## config.mk

```make
export PLATFORM = sky130hd
export DESIGN_NAME = sntl_key_norm
export DESIGN_NICKNAME = d
export VERILOG_FILES = /design/src/design/sntl_pkg.sv /design/src/design/sntl_key_norm.sv
export SDC_FILE = /design/constraint.sdc
export NUM_CORES = 1
export LEC_CHECK = 0
export BUFFER_PORTS_ARGS = -buffer_cell sky130_fd_sc_hd__buf_2
export CAP_MARGIN = 20
export CORE_AREA = 2 2 74 76
export DETAILED_ROUTE_END_ITERATION = 6
export DIE_AREA = 0 0 76 78
export PLACE_DENSITY = 0.69
export SETUP_SLACK_MARGIN = 0.15
export SYNTH_ARGS = -nofsm -noshare
export SYNTH_HDL_FRONTEND = slang
export SYNTH_SLANG_ARGS = --single-unit
```

## constraint.sdc

```tcl
create_clock -name vclk -period 1.8
set_input_delay 0.09 -clock vclk [all_inputs]
set_output_delay 0.09 -clock vclk [all_outputs]
set_load 0.01 [all_outputs]
```

## src/design/sntl_pkg.sv

```systemverilog
// sntl_pkg: shared constants for the sorted name table lookup.
// Holds operation and status codes and the raw name layout.
// No dependencies.
package sntl_pkg;

   localparam int NAME_IN_BYTES = 12;
   localparam int NAME_IN_W     = 8 * NAME_IN_BYTES;

   localparam logic [1:0] OP_CLEAR  = 2'd0;
   localparam logic [1:0] OP_INSERT = 2'd1;
   localparam logic [1:0] OP_LOOKUP = 2'd2;

   localparam logic [1:0] STATUS_OK        = 2'd0;
   localparam logic [1:0] STATUS_FULL      = 2'd1;
   localparam logic [1:0] STATUS_NOT_FOUND = 2'd2;

endpackage

```

## src/design/sntl_key_norm.sv

```systemverilog
// sntl_key_norm: turns a raw 12-byte name into the compare key.
// Drops bytes past NAME_BYTES and zeroes every byte after the first zero byte.
// Depends on sntl_pkg.
module sntl_key_norm
   import sntl_pkg::*;
#(
   parameter int NAME_BYTES = 12,
   localparam int KEY_BYTES = (NAME_BYTES < NAME_IN_BYTES) ? NAME_BYTES : NAME_IN_BYTES,
   localparam int KEY_W     = 8 * KEY_BYTES
) (
   input  logic [NAME_IN_W-1:0] raw_name,
   output logic [KEY_W-1:0]     key
);

   always_comb begin
      logic       ended;
      logic [7:0] byte_v;
      ended = 1'b0;
      key   = '0;
      for (int i = 0; i < KEY_BYTES; i++) begin
         byte_v = raw_name[NAME_IN_W-1-8*i -: 8];
         if (ended) begin
            byte_v = 8'd0;
         end
         if (byte_v == 8'd0) begin
            ended = 1'b1;
         end
         key[KEY_W-1-8*i -: 8] = byte_v;
      end
   end

endmodule

```

======== Yosys cells after proc, flatten, opt, wreduce, memory -nomap -nowiden ========
Index checks and enable logic that the tools add are counted.
W data, S select, Z words.
operators by class
  muxes and demuxes ....................... 22
  reductions and logical operators ........ 11
operator list
  operator          count
  $logic_not A8 Y1  11
  $mux W8           11
  $mux W1           11
word-level totals
  bits in registers ....................... 0
  input port bits ......................... 96
  output and inout bits ................... 96
  logic and storage cells ................. 33

======== Depth between registers and ports, before layout ========
Gate-level depths: netlist of run 1.
  depth in word-level cells ............... 33
  gate-level depth with buffers ........... 6

======== Worst setup path before layout of run 1 ========
OpenSTA, ideal clock, no wires.
  kind .................................... in2out
  start ................................... in raw_name[77]
  end ..................................... out key[25]
  data arrival time ....................... 1.047 ns
  required time ........................... 1.710 ns
  setup slack ............................. 0.663 ns
  stages .................................. 6
  path buffers ............................ 2
  cell sequence ........................... nor4_1 -> nand2_2 -> nand3_2 -> buf_6 -> buf_6 -> nor4_1
between the ends
  word-level cells in the longest chain between the ends .. 19
ends and longest elaborated chain
  item                  line                 source
  from (decl)           sntl_key_norm.sv:11  input logic [NAME_IN_W-1:0] raw_name,
  $mux W8 (*)           sntl_key_norm.sv:22  if (ended) begin
  $logic_not A8 Y1 (*)  sntl_key_norm.sv:25  if (byte_v == 8'd0) begin
  $mux W1 (*)           sntl_key_norm.sv:25
  $mux W8               sntl_key_norm.sv:22
  $logic_not A8 Y1      sntl_key_norm.sv:25
  $mux W1 (*)           sntl_key_norm.sv:25
  $mux W8               sntl_key_norm.sv:22
  $logic_not A8 Y1      sntl_key_norm.sv:25
  [3 not listed]        n/a
  $mux W1 (*)           sntl_key_norm.sv:25
  $mux W8               sntl_key_norm.sv:22
  $logic_not A8 Y1      sntl_key_norm.sv:25
  $mux W1 (*)           sntl_key_norm.sv:25
  $mux W8               sntl_key_norm.sv:22
  $logic_not A8 Y1      sntl_key_norm.sv:25
  $mux W1 (*)           sntl_key_norm.sv:25
  $mux W8 (*)           sntl_key_norm.sv:22
  to (decl)             sntl_key_norm.sv:12  output logic [KEY_W-1:0] key
Every way passes the cells marked *; elsewhere a longest branch is shown, timed or not.

======== Final worst setup path of run 1 ========
  start ................................... in raw_name[95]
  end ..................................... out key[67]
between the ends
  word-level cells in the longest chain between the ends .. 9
ends and longest elaborated chain
  item                  line
  $logic_not A8 Y1 (*)  sntl_key_norm.sv:25
  $mux W1 (*)           sntl_key_norm.sv:25
  $mux W8               sntl_key_norm.sv:22
  $logic_not A8 Y1      sntl_key_norm.sv:25
  $mux W1 (*)           sntl_key_norm.sv:25
  $mux W8               sntl_key_norm.sv:22
  $logic_not A8 Y1      sntl_key_norm.sv:25
  $mux W1 (*)           sntl_key_norm.sv:25
  $mux W8 (*)           sntl_key_norm.sv:22
Marked as above.

==> results_dict.tcl, run 1 <==
set metrics [dict create \
    crit_buf_inv 3 \
    utilization_pct 42.5 \
    max_cap_violations 0 \
    rsz0062_at_grt "false" \
    synth_fa_ha_area_share_pct 0 \
    yosysWarningCount 0 \
    finalSetupTns_ps 0 \
    syn_area_per_cell_um2 5.64 \
    grt_first_pass_wirelength_mm 8.24 \
    final_hold_viol_count 0 \
    netlist_top_cells_count "54 x nor4_1, 24 x inv_1, 24 x nand2_1, 24 x nor3_1, 17 x nand3_1" \
    synth_top_family_by_area "simple AND/OR/NAND/NOR gates" \
    required_ps 1710 \
    die_w_um 76 \
    antenna_left 0 \
    synth.net_count 305 \
    end_kind "output pin" \
    synth_compound_area_share_pct 0 \
    worst_pin_slew_ps 502 \
    synth_simple_gate_area_share_pct 76.4 \
    powerDensity_nw_per_um2 207 \
    finalSetupViolCount 0 \
    cp_slowest_cell "nor4_1" \
    status "complete, no violations" \
    wl_per_cell_um 11.4 \
    synth.area.top_cells "nor4_1 29%, nor3_1 10%, and2_1 8.5%, and3_1 8.5%, inv_1 7.6%" \
    critPathMaxFanout 9 \
    dpl.hpwl_mm 4.29 \
    grt_max_degree 57 \
    drt_iter0_markers 90 \
    synthMuxAreaShare_pct 0 \
    cp_common_cell "buf_2" \
    leakage_nw 1.33 \
    drc 0 \
    vias 2170 \
    yosysMostFrequentCell "nor4_1" \
    die_area_um2 5930 \
    io_buffer_count 192 \
    globalplace.congestion 0.808 \
    post_drt_via_cell_ratio 4.77 \
    yosysSeqAreaShare_pct 0 \
    worstHoldPathType "input pin to output pin" \
    ir_worst_vdd_v 0.000118 \
    holdBufCountCts 0 \
    synth_top_area_share_pct 28.7 \
    synth_cell_type_count 17 \
    diodes 0 \
    fin_crit_sh_pct 81.0 \
    path_class "input pin to output pin" \
    grt_pass1_vias 1900 \
    first_pass_iters 4 \
    antenna_found_initial 0 \
    fin_crit_ps 1460 \
    syn2layout_area_growth_pct 81.7 \
    yosysTopAreaCell "nor4_1" \
    nFlopsAndLatches 0 \
    fillers 541 \
    wl_mm 5.18 \
    die_h_um 78 \
    slowest_delay_ps 350 \
    critPathTopFamily "simple AND/OR/NAND/NOR gates" \
    regArea_um2 0 \
    clock.fmax_mhz 686 \
    start_util_pct 23.4 \
    slew_headroom_pct 66.4 \
    path_cells "buf_2, nor4_1, nand2_2, buf_4, and2_4, and3_1, buf_2" \
    synthCells 209 \
    io-pin-count 192 \
    grt_usage_pct 15.6 \
    nClkBuffers 0 \
    multi_input_area_um2 912 \
    nNetsFinal 483 \
    drive_gt1_share_pct 54.8 \
    report.final.slew_viol_count 0 \
    start_kind "input pin" \
    rows 26 \
    synth_xor_area_share_pct 0 \
    crit_arrival_ps 1370 \
    syn-cell-area_um2 1180 \
    overflow 0 \
    core_area_um2 5040 \
]
stage by stage:
stage,setup slack (ps),instance area [µm²],cells,hold WS (ps),total power [mW]
after floorplan,663,1180,209,272,0.205
after global placement,172,2090,450,379,0.440
after detailed placement,168,2090,450,381,0.443
after CTS,166,2090,450,381,0.444
after global routing,173,2140,455,385,0.488
final,341,2140,455,381,0.443
cell usage in the layout (no fill, tap or decap):
cell type and count:
nand3_1 17, nand4_4 1, nand2_2 5, inv_1 24, nand2_1 23, nor4_1 54
and2_1 16, and2_4 1, nand3_2 1, buf_2 192, and4_4 1, buf_12 1
and3_1 16, buf_6 1, nor3_1 24, buf_4 8
routing by layer:
layer  part of all wire (%)  wire length [µm]  global-route usage, %  vias up
met5                      0                 0                      0        -
met4                   0.27                14                   1.27        0
met3                    8.4               434                   2.44        2
met2                     50              2580                   31.3      110
met1                     41              2150                   17.8      945
li1                       -                 -                      -     1113
final cells by class:
class	count	area share [%]
multi-input cells	159	42.6
well taps	70	4.09
repair buffers	202	49.1
inverters	24	4.21
report_power, final:
| group | internal, mW | switching, mW |
|---|---|---|
| sequential | 0 | 0 |
| clock | 0 | 0 |
| combinational | 0.222 | 0.221 |
path summary, 6_finish.rpt:
path	startpoint	to	cells after the start
min	raw_name[91]	key[91]	2
max	raw_name[95]	key[67]	7
repair_timing:
action | 4_1_cts | 5_1_grt
endpoints found under the setup margin | 0 | 56
setup buffers | 0 | 5
gates resized for setup | 0 | 2
kinds of logic (layout without fill, tap and decap cells):
| kind of cell | Yosys count | after routing |
|---|---|---|
| simple gates | 159 | 159 |
| buf+inv | 50 | 226 |
Note: power is estimated with default switching activity, not from simulation.
==> run 2: changes to the inputs <==
Clock period 1.8 ns to 1.4 ns, I/O delays scaled along.
==> run 2 against run 1 <==
Effect of this change:
- hold slack lost 47 ps
- final cell count up 3.1%
- first-iteration DRC count shrank 37%
- critical endpoint is now key[26]
- largest cell class unchanged
- largest power group unchanged
- highest routed layer unchanged
==> results_dict.tcl, run 2 (same netlist as run 1, synthesis figures left out) <==
set metrics [dict create \
    wl_per_cell_um 16.0 \
    leakage_nw 1.65 \
    path_class "input pin to output pin" \
    start_util_pct 23.4 \
    drt_iter0_markers 57 \
    antenna_left 0 \
    grt_max_degree 33 \
    globalplace.congestion 0.771 \
    drc 0 \
    vias 2368 \
    status "complete, no violations" \
    rows 26 \
    regArea_um2 0 \
    final_common_cell "buf_2" \
    layout_common_cells "140 x buf_2, 47 x buf_6, 24 x inv_1, 24 x nor3_1" \
    ir_worst_vdd_v 0.000213 \
    grt_pass1_vias 2034 \
    multi_input_area_um2 1420 \
    slew_headroom_pct 75.4 \
    end_kind "output pin" \
    core_area_um2 5040 \
    dpl-instance-area_um2 2170 \
    grt_first_pass_wirelength_mm 8.94 \
    fillers 412 \
    crit_arrival_ps 1200 \
    max_cap_violations 0 \
    finalSetupViolCount 0 \
    finalPower_uw 832 \
    final_hold_viol_count 0 \
    critPathMaxFanout 24 \
    clock.fmax_mhz 788 \
    syn2layout_area_growth_pct 171 \
    diodes 0 \
    post_drt_via_cell_ratio 5.05 \
    powerDensity_nw_per_um2 261 \
    nClkBuffers 0 \
    fin_crit_ps 1270 \
    wl_mm 7.49 \
    start_kind "input pin" \
    antenna_found_initial 0 \
    drive_gt1_share_pct 73.4 \
    nFlopsAndLatches 0 \
    first_pass_iters 4 \
    io-pin-count 192 \
    rsz0062_at_grt "true" \
    dpl.hpwl_mm 4.32 \
    fin_crit_sh_pct 90.7 \
    worstHoldPathType "input pin to output pin" \
    report.final.slew_viol_count 0 \
    die_w_um 76 \
    die_area_um2 5930 \
    stdcell_area_um2 3190 \
    nNetsFinal 497 \
    grt_usage_pct 17.2 \
    required_ps 1330 \
    worst_pin_slew_ps 366 \
    overflow 0 \
    die_h_um 78 \
    finalSetupTns_ps 0 \
    utilization_pct 63.3 \
    io_buffer_count 192 \
]
## run 2: stage by stage
step / setup WS, ps / instances / hold WS (ps)
floorplan: 303 / 209 / 232
global placement: 26.0 / 456 / 339
detailed placement: 1.96 / 456 / 344
CTS: 156 / 460 / 337
global route: 53.9 / 469 / 339
finish: 131 / 469 / 334
## run 2: layout make-up
| cell class | count | area share (%) |
|---|---|---|
| Tap cell | 70 | 2.74 |
| Timing Repair Buffer | 216 | 50.0 |
| Inverter | 24 | 2.82 |
| Multi-Input combinational cell | 159 | 44.5 |
## run 2: final timing paths
path / from / end / cells past startpoint
max: raw_name[74] / key[26] / 7
min: raw_name[88] / key[88] / 2
## run 2: what timing repair did
item                       CTS  global route
buffers inserted             3             1
pin swaps                   24            11
setup endpoints to repair   84            88
cloned                       1             8
hold buffers                 0             0
resized for setup           29           125
## run 2: layer usage
layer / share of wire (%) / global-route usage (%)
met4: 0.53 / 2.18
met3: 5.9 / 1.28
met1: 37 / 19.5
met5: 0 / 0
met2: 56 / 35.5
## run 2: critical path, cell delays in order
cell	delay (ps)
buf_4	130
nor4_4	300
nand2_2	140
nand3_4	160
buf_16	190
nor4_1	70
buf_2	140
## run 2: power by group
| part | leakage [nW] | switching [mW] | internal (mW) |
|---|---|---|---|
| Sequential | 0 | 0 | 0 |
| Clock | 0 | 0 | 0 |
| Combinational | 1.65 | 0.380 | 0.452 |
| Total | 1.65 | 0.380 | 0.452 |
